`config.mk`:
```
export PLATFORM = sky130hd
export DESIGN_NAME = fir_filter_adc_samples_core
export DESIGN_NICKNAME = d
export VERILOG_FILES = /design/src/rtl/firadc_pkg.sv /design/src/rtl/firadc_front.sv /design/src/rtl/firadc_mac.sv /design/src/rtl/firadc_rsp_queue.sv /design/src/rtl/fir_filter_adc_samples_core.sv
export SDC_FILE = /design/constraint.sdc
export NUM_CORES = 2
export LEC_CHECK = 0
export BUFFER_PORTS_ARGS = -buffer_cell sky130_fd_sc_hd__buf_2
export CORE_UTILIZATION = 50
export DETAILED_ROUTE_END_ITERATION = 10
export MAX_ROUTING_LAYER = met4
export PLACE_DENSITY = 0.72
export SLEW_MARGIN = 40
export SYNTH_ARGS = -nofsm -noshare
export SYNTH_HDL_FRONTEND = slang
export SYNTH_HIERARCHICAL = 1
export SYNTH_SLANG_ARGS = --single-unit
```
`constraint.sdc`:
```
create_clock -name clock -period 11.56 [get_ports clock]
set_input_delay 0.578 -clock clock [delete_from_list [all_inputs] [get_ports clock]]
set_output_delay 0.578 -clock clock [all_outputs]
set_load 0.005 [all_outputs]
```
`src/rtl/firadc_pkg.sv`:
```
// ----------------------------------------------------------------------------
// firadc_pkg
// Shared widths, item types, sequencer states and the low-pass coefficient
// table for the ADC sample FIR filter.
// ----------------------------------------------------------------------------
package firadc_pkg;

   localparam int MAX_TAPS   = 64;
   localparam int TAP_W      = $clog2(MAX_TAPS);
   localparam int TAPS_W     = 7;
   localparam int SAMPLE_W   = 16;
   localparam int COEF_W     = 18;
   localparam int RESULT_W   = 26;
   localparam int TABLE_LEN  = 41;
   localparam int PROD_W     = SAMPLE_W + 1 + COEF_W;
   localparam int ACC_W      = PROD_W + TAP_W;

   localparam logic [TAPS_W-1:0] TAPS_RESET = 7'd41;

   localparam logic signed [COEF_W-1:0] LP_TABLE [0:TABLE_LEN-1] = '{
       18'sd770,  18'sd1012, 18'sd1268, 18'sd1534, 18'sd1810, 18'sd2091,
      18'sd2375, 18'sd2658, 18'sd2938, 18'sd3211, 18'sd3474, 18'sd3724,
      18'sd3956, 18'sd4170, 18'sd4360, 18'sd4526, 18'sd4665, 18'sd4775,
      18'sd4855, 18'sd4903, 18'sd4919, 18'sd4903, 18'sd4855, 18'sd4775,
      18'sd4665, 18'sd4526, 18'sd4360, 18'sd4170, 18'sd3956, 18'sd3724,
      18'sd3474, 18'sd3211, 18'sd2938, 18'sd2658, 18'sd2375, 18'sd2091,
      18'sd1810, 18'sd1534, 18'sd1268, 18'sd1012,  18'sd770
   };

   typedef enum logic [1:0] {
      MAC_IDLE,
      MAC_RUN,
      MAC_DRAIN
   } mac_state_type;

   typedef struct packed {
      logic                vld;
      logic [SAMPLE_W-1:0] sample;
   } smp_item_type;

   typedef struct packed {
      logic                       vld;
      logic signed [RESULT_W-1:0] filtered_value;
   } res_item_type;

   function automatic logic signed [COEF_W-1:0] coef_rom(input logic [TAP_W-1:0] idx);
      logic signed [COEF_W-1:0] c;
      if (int'(idx) < TABLE_LEN) begin
         c = LP_TABLE[idx];
      end else begin
         c = '0;
      end
      return c;
   endfunction

endpackage

```
`src/rtl/firadc_front.sv`:
```
// ----------------------------------------------------------------------------
// firadc_front
// Input side: accepts sample items into a four-entry queue that the MAC
// engine drains at its own pace.
// ----------------------------------------------------------------------------
module firadc_front (
   input  logic                              clock,
   input  logic                              reset,
   input  logic                              push,
   output logic                              full,
   input  logic [firadc_pkg::SAMPLE_W-1:0]   req_sample,
   output firadc_pkg::smp_item_type          smp_item,
   input  logic                              smp_pop
);
   import firadc_pkg::*;

   logic [SAMPLE_W-1:0] slot_ff [0:3];
   logic [1:0]          wr_ptr_ff;
   logic [1:0]          rd_ptr_ff;
   logic [2:0]          count_ff;
   logic [2:0]          count_in;
   logic                do_push;
   logic                do_pop;

   assign full    = (count_ff == 3'd4);
   assign do_push = push && !full;
   assign do_pop  = smp_pop && (count_ff != 3'd0);

   assign smp_item.vld    = (count_ff != 3'd0);
   assign smp_item.sample = slot_ff[rd_ptr_ff];

   always_comb begin
      count_in = count_ff;
      if (do_push && !do_pop) begin
         count_in = count_ff + 3'd1;
      end else if (!do_push && do_pop) begin
         count_in = count_ff - 3'd1;
      end
   end

   always_ff @(posedge clock) begin
      if (do_push) begin
         slot_ff[wr_ptr_ff] <= req_sample;
      end
   end

   always_ff @(posedge clock) begin
      if (reset) begin
         wr_ptr_ff <= '0;
         rd_ptr_ff <= '0;
         count_ff  <= '0;
      end else begin
         count_ff <= count_in;
         if (do_push) begin
            wr_ptr_ff <= wr_ptr_ff + 2'd1;
         end
         if (do_pop) begin
            rd_ptr_ff <= rd_ptr_ff + 2'd1;
         end
      end
   end

endmodule

```
`src/rtl/firadc_mac.sv`:
```
// ----------------------------------------------------------------------------
// firadc_mac
// Back end: circular delay line, tap count register and one shared
// multiply-accumulate that walks the taps newest first, then rounds and
// saturates the sum.
// ----------------------------------------------------------------------------
module firadc_mac (
   input  logic                              clock,
   input  logic                              reset,
   input  logic                              csr_wr_en,
   input  logic [firadc_pkg::TAPS_W-1:0]     csr_wr_data,
   input  firadc_pkg::smp_item_type          smp_item,
   output logic                              smp_pop,
   input  logic                              res_room,
   output firadc_pkg::res_item_type          res_item
);
   import firadc_pkg::*;

   localparam logic signed [ACC_W:0] OUT_MAX = (ACC_W+1)'(33554431);
   localparam logic signed [ACC_W:0] OUT_MIN = -(ACC_W+1)'(33554432);

   mac_state_type              state_ff;
   mac_state_type              state_in;
   logic [TAPS_W-1:0]          num_taps_ff;
   logic [TAPS_W-1:0]          taps_m;
   logic [TAP_W-1:0]           last_tap;
   logic [TAP_W-1:0]           head_ff;
   logic [TAP_W-1:0]           head_eff;
   logic [TAP_W-1:0]           head_next;
   logic [TAP_W-1:0]           k_ff;
   logic [TAP_W-1:0]           k_in;
   logic [TAP_W-1:0]           idx_ff;
   logic [TAP_W-1:0]           idx_in;
   logic                       start;
   logic                       issue;
   logic                       done;

   logic [SAMPLE_W-1:0]        delay_mem [0:MAX_TAPS-1];
   logic [MAX_TAPS-1:0]        line_vld_ff;
   logic [SAMPLE_W-1:0]        rd_data_ff;
   logic                       rd_ok_ff;
   logic signed [COEF_W-1:0]   coef_ff;
   logic                       s1_vld_ff;
   logic signed [PROD_W-1:0]   prod_ff;
   logic                       s2_vld_ff;
   logic signed [ACC_W-1:0]    acc_ff;
   logic signed [SAMPLE_W:0]   mul_a;
   logic signed [ACC_W:0]      rnd_sum;
   logic signed [ACC_W:0]      rnd_shift;
   logic signed [RESULT_W-1:0] sat_value;

   always_comb begin
      if (num_taps_ff == '0) begin
         taps_m = TAPS_W'(1);
      end else if (num_taps_ff > TAPS_W'(MAX_TAPS)) begin
         taps_m = TAPS_W'(MAX_TAPS);
      end else begin
         taps_m = num_taps_ff;
      end
   end

   assign last_tap  = TAP_W'(taps_m - TAPS_W'(1));
   assign head_eff  = ({1'b0, head_ff} >= taps_m) ? '0 : head_ff;
   assign head_next = (head_eff == last_tap) ? '0 : head_eff + TAP_W'(1);

   assign start   = (state_ff == MAC_IDLE) && smp_item.vld && res_room;
   assign issue   = (state_ff == MAC_RUN);
   assign done    = (state_ff == MAC_DRAIN) && !s1_vld_ff && !s2_vld_ff;
   assign smp_pop = start;

   always_comb begin
      state_in = state_ff;
      k_in     = k_ff;
      idx_in   = idx_ff;
      unique case (state_ff)
         MAC_IDLE: begin
            if (start) begin
               state_in = MAC_RUN;
               k_in     = head_eff;
               idx_in   = '0;
            end
         end
         MAC_RUN: begin
            k_in   = (k_ff == '0) ? last_tap : k_ff - TAP_W'(1);
            idx_in = idx_ff + TAP_W'(1);
            if (idx_ff == last_tap) begin
               state_in = MAC_DRAIN;
            end
         end
         MAC_DRAIN: begin
            if (done) begin
               state_in = MAC_IDLE;
            end
         end
         default: begin
            state_in = MAC_IDLE;
         end
      endcase
   end

   always_ff @(posedge clock) begin
      if (reset) begin
         state_ff <= MAC_IDLE;
      end else begin
         state_ff <= state_in;
      end
   end

   always_ff @(posedge clock) begin
      k_ff   <= k_in;
      idx_ff <= idx_in;
   end

   always_ff @(posedge clock) begin
      if (reset) begin
         num_taps_ff <= TAPS_RESET;
         head_ff     <= '0;
      end else if (csr_wr_en) begin
         num_taps_ff <= csr_wr_data;
         head_ff     <= '0;
      end else if (start) begin
         head_ff <= head_next;
      end
   end

   always_ff @(posedge clock) begin
      if (reset) begin
         line_vld_ff <= '0;
      end else if (start) begin
         line_vld_ff[head_eff] <= 1'b1;
      end
   end

   always_ff @(posedge clock) begin
      if (start) begin
         delay_mem[head_eff] <= smp_item.sample;
      end
      if (issue) begin
         rd_data_ff <= delay_mem[k_ff];
      end
   end

   always_ff @(posedge clock) begin
      if (issue) begin
         rd_ok_ff <= line_vld_ff[k_ff];
         coef_ff  <= coef_rom(idx_ff);
      end
   end

   assign mul_a = rd_ok_ff ? $signed({1'b0, rd_data_ff}) : '0;

   always_ff @(posedge clock) begin
      prod_ff <= mul_a * coef_ff;
      if (start) begin
         acc_ff <= '0;
      end else if (s2_vld_ff) begin
         acc_ff <= acc_ff + ACC_W'(prod_ff);
      end
   end

   always_ff @(posedge clock) begin
      if (reset) begin
         s1_vld_ff <= 1'b0;
         s2_vld_ff <= 1'b0;
      end else begin
         s1_vld_ff <= issue;
         s2_vld_ff <= s1_vld_ff;
      end
   end

   assign rnd_sum   = (ACC_W+1)'(acc_ff) + (ACC_W+1)'(256);
   assign rnd_shift = rnd_sum >>> 9;

   always_comb begin
      if (rnd_shift > OUT_MAX) begin
         sat_value = RESULT_W'(OUT_MAX);
      end else if (rnd_shift < OUT_MIN) begin
         sat_value = RESULT_W'(OUT_MIN);
      end else begin
         sat_value = RESULT_W'(rnd_shift);
      end
   end

   assign res_item.vld            = done;
   assign res_item.filtered_value = sat_value;

endmodule

```
`src/rtl/firadc_rsp_queue.sv`:
```
// ----------------------------------------------------------------------------
// firadc_rsp_queue
// Result side: two-entry queue that holds finished items until popped.
// ----------------------------------------------------------------------------
module firadc_rsp_queue (
   input  logic                                     clock,
   input  logic                                     reset,
   input  firadc_pkg::res_item_type                 res_item,
   output logic                                     res_room,
   output logic                                     empty,
   input  logic                                     pop,
   output logic signed [firadc_pkg::RESULT_W-1:0]   rsp_filtered_value
);
   import firadc_pkg::*;

   logic signed [RESULT_W-1:0] slot_ff [0:1];
   logic                       wr_ptr_ff;
   logic                       rd_ptr_ff;
   logic [1:0]                 count_ff;
   logic [1:0]                 count_in;
   logic                       do_pop;

   assign res_room           = (count_ff != 2'd2);
   assign empty              = (count_ff == 2'd0);
   assign do_pop             = pop && !empty;
   assign rsp_filtered_value = slot_ff[rd_ptr_ff];

   always_comb begin
      count_in = count_ff;
      if (res_item.vld && !do_pop) begin
         count_in = count_ff + 2'd1;
      end else if (!res_item.vld && do_pop) begin
         count_in = count_ff - 2'd1;
      end
   end

   always_ff @(posedge clock) begin
      if (res_item.vld) begin
         slot_ff[wr_ptr_ff] <= res_item.filtered_value;
      end
   end

   always_ff @(posedge clock) begin
      if (reset) begin
         wr_ptr_ff <= 1'b0;
         rd_ptr_ff <= 1'b0;
         count_ff  <= '0;
      end else begin
         count_ff <= count_in;
         if (res_item.vld) begin
            wr_ptr_ff <= !wr_ptr_ff;
         end
         if (do_pop) begin
            rd_ptr_ff <= !rd_ptr_ff;
         end
      end
   end

endmodule

```
`src/rtl/fir_filter_adc_samples_core.sv`:
```
// ----------------------------------------------------------------------------
// fir_filter_adc_samples_core
// Direct-form low-pass FIR for unsigned 16-bit ADC samples.
// ----------------------------------------------------------------------------
// Each pushed sample enters a circular delay line and yields one filtered item
// in units of 1/256, rounded to nearest and saturated to 26 bits. One shared
// multiply-accumulate walks the taps one per cycle, 1 to 64 taps in use, and
// takes no new sample until the previous item has left the MAC;
// that loop sets the sustained rate. A four-entry input queue and a two-entry
// result queue let each side stall on its own. Writing num_taps restarts the
// ring at position zero without clearing the delay line; write it only while
// the block is idle.
// ----------------------------------------------------------------------------
module fir_filter_adc_samples_core (
   input  logic                                     clock,
   input  logic                                     reset,
   input  logic                                     push,
   output logic                                     full,
   input  logic [firadc_pkg::SAMPLE_W-1:0]          req_sample,
   output logic                                     empty,
   input  logic                                     pop,
   output logic signed [firadc_pkg::RESULT_W-1:0]   rsp_filtered_value,
   input  logic                                     csr_wr_en,
   input  logic [firadc_pkg::TAPS_W-1:0]            csr_wr_data
);
   import firadc_pkg::*;

   smp_item_type smp_item;
   logic         smp_pop;
   res_item_type res_item;
   logic         res_room;

   firadc_front u_front (
      .clock      (clock),
      .reset      (reset),
      .push       (push),
      .full       (full),
      .req_sample (req_sample),
      .smp_item   (smp_item),
      .smp_pop    (smp_pop)
   );

   firadc_mac u_mac (
      .clock       (clock),
      .reset       (reset),
      .csr_wr_en   (csr_wr_en),
      .csr_wr_data (csr_wr_data),
      .smp_item    (smp_item),
      .smp_pop     (smp_pop),
      .res_room    (res_room),
      .res_item    (res_item)
   );

   firadc_rsp_queue u_rsp_queue (
      .clock              (clock),
      .reset              (reset),
      .res_item           (res_item),
      .res_room           (res_room),
      .empty              (empty),
      .pop                (pop),
      .rsp_filtered_value (rsp_filtered_value)
   );

endmodule

```
Word-level counts from Yosys, hierarchy flattened --
Memories as Yosys holds them, arrays and structs flattened. A register that Yosys moved wholly into a read port is not among the register bits. Cells that the tools add are included.
Storage, ports and cells: memories 4, bits in writable memories 1140, input bits 28, output and inout port bits 28, register bits after elaboration 181, ROM bits 1152, word-level logic and storage cells 121
Memory list:
- (name not given) | depth 64, width 18, read ports 1, clocked after Yosys merged registers in 1, wr ports 0, RTL line firadc_pkg.sv:49 | c = LP_TABLE[idx];
- u_mac.delay_mem | depth 64, width 16, read ports 1, clocked after Yosys merged registers in 1, wr ports 1, RTL line firadc_mac.sv:38 | logic [SAMPLE_W-1:0] delay_mem [0:MAX_TAPS-1];
- u_front.slot_ff | depth 4, width 16, read ports 1, clocked after Yosys merged registers in 1, wr ports 1, RTL line firadc_front.sv:17 | logic [SAMPLE_W-1:0] slot_ff [0:3];
- u_rsp_queue.slot_ff | depth 2, width 26, read ports 1, clocked after Yosys merged registers in 1, wr ports 1, RTL line firadc_rsp_queue.sv:16 | logic signed [RESULT_W-1:0] slot_ff [0:1];
Cells by class: bitwise operators 2, muxes and demuxes 34, reductions and logical operators 34, add/sub/neg operators 12, $lt $le $gt $ge 8, equality and inequality tests 9, $mul 1
Operator list (count):
- $or 64x64->64 | 1
- $mux 26 | 2
- $add 41x10->42 const B | 1
- $add 41x35->41 | 1
- $mul 17x18->35 | 1
- $gt 33x26->1 const B | 1
- $lt 33x26->1 const B | 1
- $mux 6 | 5
- $pmux 6 s2 | 2
- $mux 16 | 1
- $lt 6x7->1 const B | 2
- $mux 2 | 7
- $mux 7 | 2
- $add 6x1->6 const B | 2
- $eq 6x6->1 | 2
- $logic_and 1x1->1 | 12
- $sub 6x1->6 const B | 2
- $logic_not 1->1 | 11
- $mux 1 | 10
- $ge 6x7->1 | 1
- $gt 7x7->1 const B | 1
- $logic_not 7->1 | 1
- $not 6->7 | 1
- $add 2x1->2 const B | 3
- 21 further kinds | 27

Logic depth before layout (Yosys ltp) --
depth in word-level cells 10, gate-level depth with buffers 25, depth with buffers taken out 23

Hierarchy --
Netlist, hierarchy kept.
By module, submodules not included:
- firadc_mac | cells an instance 3665, area an instance 57209.9 um^2, instances 1, seq. area each 35093.7 um^2
- firadc_front | cells an instance 132, area an instance 2795.2 um^2, instances 1, seq. area each 2102.0 um^2
- firadc_rsp_queue | cells an instance 103, area an instance 2080.7 um^2, instances 1, seq. area each 1661.6 um^2

Least setup slack after synthesis --
Ideal clock, no wire load.
path kind flip-flop to flip-flop, start register u_mac.rd_ok_ff, end register u_mac.prod_ff[31], period minus slack after synthesis 6.328 ns, library setup time 0.132 ns, slack 5.232 ns, arrival 6.196 ns, path buffers 2, stages on the path, launching flop included 26, required time 11.428 ns, path through edfxtp_1 > clkbuf_1 > and2_1 > clkbuf_1 > nand2_1 > fa_1 > inv_1 > fa_1 > inv_1 > fa_1 > inv_1 > fa_1 > fa_1 > inv_1 > fa_1 > inv_1 > ha_1 > o21ai_0 > nand2_1 > a21o_1 > a21o_1 > a21o_1 > a41oi_2 > o32ai_1 > o41ai_2 > o21ai_0
On the way: cells in the longest elaborated chain, start to end 2
Ends and longest elaborated chain:
- from (decl) | RTL line firadc_mac.sv:41 | logic rd_ok_ff;
- from (signal assigned) | RTL line firadc_mac.sv:145 | rd_ok_ff <= line_vld_ff[k_ff];
- $mux 16 | RTL line firadc_mac.sv:150 | assign mul_a = rd_ok_ff ? $signed({1'b0, rd_data_ff}) : '0;
- $mul 17x18->35 | RTL line firadc_mac.sv:153 | prod_ff <= mul_a * coef_ff;
- to (signal assigned) | RTL line firadc_mac.sv:153
- to (decl) | RTL line firadc_mac.sv:44 | logic signed [PROD_W-1:0] prod_ff;
No other way between the ends. A chain may end at the register's enable or synchronous reset.

Worst setup path after layout --
Same ends and word-level chain as after synthesis.

==> results.txt <==
For this run, the post-layout net count is about 4400. In this run the cell area measured after placement is ~65000 um^2. The wire length of the first global-routing pass is about 220000 um. During synthesis, Yosys emitted a total of 6 warnings. The largest incremental delay on the critical path came out at 570 ps.

In this run the count of I/O pins placed on the die edge is 56. At the later pin of the worst-skew pair, clock insertion delay measures between 700 and 800 ps. Across every metal layer, demand over resource in global routing totals 23.5%. The number of antenna diodes in the final layout is 0. The number of synthesized flops with an enable pin came out at about 1200. The final instance area came out at around 69000 um^2. The final-report max-slew violation count is 0. The slew at the pin closest to its max-slew limit came out at roughly 900 ps.

The HPWL after detailed placement is about 90000 um. The number of cell instances on the worst register-to-register path is 24. The fraction of registers with async set/reset is 0%.

The cell row count came out at around 130. The horizontal extent of the die came out at 354 um. Setup violations remaining at the end of the flow were counted as 0.

The number of global-route vias before repair was ~34000. Traced cell by cell, the critical path runs through buf_6 > and2_1 > nand2_1 > fa_1 > inv_1 > fa_1 > inv_1 > fa_1 > inv_1 > fa_1 > fa_1 > inv_1 > fa_1 > inv_1 > ha_1 > o21ai_0 > nand2_1 > a21o_1 > a21o_1 > a21o_1 > a41oi_2 > o32ai_1 > o41ai_2 > o21ai_0. The initial core utilization came out at 50.7%.

Summing the sequential cell areas from Yosys gives between 60% and 70% of the chip area. The floorplan die height is about 350 um. The post-synthesis sequential element count is between 1000 and 1500. The buffer cell driving the clock tree root is clkbuf_16. The most repeated library cell on the critical path is fa_1. In this run, post-CTS repair resized a total of 0 instances. At the placement stage, the worst setup path has a slack of roughly 4500 ps. In the routed layout, each cell is associated on average with a via count of 6.04. Headroom to the max-slew limit came out at 40.1%. In this run the deepest clock path goes through 3 buffers.

The layout filler cell count came out at ~9300. The maximum level of the CTS H-tree came out at 4. The post-cts hold buffer count is 0.

The detailed-route via count came out at about 35000. The tightest hold path in the finished design has a slack of approximately 52 ps. In the routed design, unresolved DRC markers number 0. In the synthesized netlist, the number of instances is 3900. The kind of critical path is reg -> reg. The area of the core region came out at roughly 120000 um^2. The initial antenna violation count is 0. Entering global routing, the biggest net connects roughly 130 pins. The final standard cell count with taps included and fillers excluded came out at approximately 5700. The end-of-flow core utilization came out at around 56%. The worst path in the final design needs a cycle of about 7000 ps, including I/O delays and setup. TritonCTS built the clock tree. The post-route fraction of the period consumed by the critical path came out at roughly 60%.

The number of I/O port buffers came out at 55. The power density normalized to cell area is 300 nW/um^2. For the final database, setup skew stands at between 40 and 50 ps.

In this run the remaining antenna-violating nets after routing total 0. The clock transition at the registers of the reported paths is about 60 ps. The slack of the critical path is about 4600 ps. The area of the die is between 100000 and 150000 um^2. The synthesized netlist net count came out at approximately 4300. The critical-path maximum fanout is 124.

The number of cells after detailed placement is approximately 5500. The max-capacitance violation count is 0. The critical path launch point type is a flop. VDD sags by at most roughly 0.00052 V. The number of clock buffers inserted by TritonCTS is about 140. The average cell area after synthesis is roughly 16 um^2. For this design, the slowest cell found on the critical path is fa_1. The number of instances on the worst hold path is 1. Summed over all cells, the static leakage comes to between 20 and 25 nW. The cell area after synthesis came out at 62100 um^2. The number of buffers added for setup after CTS came out at 0.

Of the cells placed in the final design, the portion with a size suffix greater than 1 is 20.3%. Setup repair after global routing left no endpoint under its margin. The average routed wire per standard cell is ~25 um. The highest clock frequency the design can meet is roughly 0.14 GHz.

The class of the most critical hold timing path is in -> reg. The final number of hold-violating endpoints is 0. The run finished with clean final reports. Summing internal, switching and leakage power gives slightly above 20 mW. After synthesis, the netlist uses 92 different library cells. The clock net in this run drives a total of approximately 1400 sinks.

The critical path endpoint category is a flop. The first detailed-routing pass took 5 iterations. The final estimated routing congestion in global placement came out at between 0.8 and 0.9. The commonest register cell after synthesis is edfxtp_1.

STA puts the critical path data required time at 12140 ps. The arrival time of data at the critical path endpoint is 7570 ps. The sum of negative setup slack came out at 0 ps. The number of DRC violations after detailed-routing iteration 0 came out at roughly 4000.

The remaining global-route overflow came out at 0. The signed area change from the synthesized netlist to the final layout is 11.3%. Summed over all layers, the routed wires come to 142000 um.
==> logic make-up after synthesis <==
logic type	Yosys count	synth area share [%]
adders and majority gates	327	8.48
buffers and inverters	461	2.99
xor gates and xnor gates	97	1.37
muxes	443	13.7
and+or+nand+nor	811	6.21
AOI/OAI and AO/OA	411	4.62
DFF	1350	62.6
==> sequential cells by signal, summed over array words and instances (netlist names), named ones only <==
register and count:
u_mac/prod_ff 32, u_front/slot_ff 64, u_mac/idx_ff 6, u_front/count_ff 3
u_mac/acc_ff 41, u_front/wr_ptr_ff 2, u_rsp_queue/count_ff 2, u_mac/rd_data_ff 16
u_rsp_queue/wr_ptr_ff 1, u_mac/delay_mem 1024, u_rsp_queue/slot_ff 52, u_mac/s2_vld_ff 1
u_mac/num_taps_ff 7, u_mac/k_ff 6, u_mac/rd_ok_ff 1, u_rsp_queue/rd_ptr_ff 1
u_mac/state_ff 2, u_mac/head_ff 6, u_mac/coef_ff 13, u_mac/s1_vld_ff 1
u_mac/line_vld_ff 64, u_front/rd_ptr_ff 2
==> power breakdown <==
part | total, mW | switching, mW | internal [mW]
clock network | 4.40 | 1.86 | 2.55
registers | 6.45 | 0.374 | 6.08
logic | 9.85 | 5.81 | 4.04
total | 20.7 | 8.04 | 12.7
==> area by class of cell <==
cell class / count / area (um^2) / area share (%)
clock inverter: 73 / 688 / 0.996
tap: 1625 / 2030 / 2.94
inverter: 254 / 953 / 1.38
timing repair buffer: 175 / 1270 / 1.84
multi-input combinational: 2089 / 21500 / 31.0
clock buffer: 181 / 3850 / 5.57
sequential: 1350 / 38900 / 56.2
==> worst max-delay path: cells and delay by family (launching register included) <==
| kind | cells | cell delay (ps) |
|---|---|---|
| and+or+nand+nor | 3 | 710 |
| buffers and inverters | 6 | 750 |
| DFF | 1 | 330 |
| AOI/OAI and AO/OA | 8 | 1590 |
| adders and majority gates | 7 | 3430 |
==> worst paths after layout <==
path,startpoint,endpoint,slack (ps)
max,u_mac/rd_ok_ff,u_mac/prod_ff[31],4570
min,req_sample[12],u_front/slot_ff[2][12],50
max reg2reg,u_mac/rd_ok_ff,u_mac/prod_ff[31],4570
min reg2reg,u_mac/line_vld_ff[38],u_mac/line_vld_ff[38],460
==> cell usage after synthesis, types with 24 or more instances <==
cell type | n | area share, %
edfxtp_1 | 1182 | 57
mux4_2 | 325 | 12
nor2_1 | 299 | 1.8
inv_1 | 252 | 1.5
nand2_1 | 194 | 1.2
ha_1 | 171 | 3.4
dfxtp_1 | 168 | 5.4
fa_1 | 156 | 5.0
clkbuf_1 | 136 | 0.82
and3_1 | 115 | 1.2
mux2i_1 | 90 | 1.5
a21oi_1 | 86 | 0.69
o21ai_0 | 80 | 0.64
xnor2_1 | 50 | 0.71
xor2_1 | 47 | 0.66
nand3_1 | 42 | 0.34
a21o_1 | 37 | 0.45
buf_2 | 34 | 0.27
mux2_2 | 28 | 0.51
a221oi_1 | 24 | 0.34
and2_1 | 24 | 0.24
buf_1 | 24 | 0.15
==> cell usage in the layout, fill, tap and decap left out, drive strengths merged, types with 17 or more instances in the layout <==
master / n
inv: 260
clkinv: 55
xor2: 47
nand3: 43
dfxtp: 168
buf: 175
edfxtp: 1182
a221oi: 24
nand2b: 22
and2: 24
a21oi: 86
ha: 171
xnor2: 50
o21ai: 103
or3: 21
o21ba: 17
mux4: 325
a21o: 37
nor2b: 18
mux2: 28
mux2i: 90
clkbuf: 181
nor3: 22
a211oi: 17
nand2: 195
nor2: 303
and3: 116
fa: 156
==> routing by layer <==
layer	vias up	GRT usage, %	share of wire (%)
met5	-	-	0
met4	0	5.44	1.9
met3	198	4.74	9.7
met2	1594	35.0	47
met1	17900	33.6	41
li1	15000	-	-
Note: power is estimated with default switching activity, not from simulation.
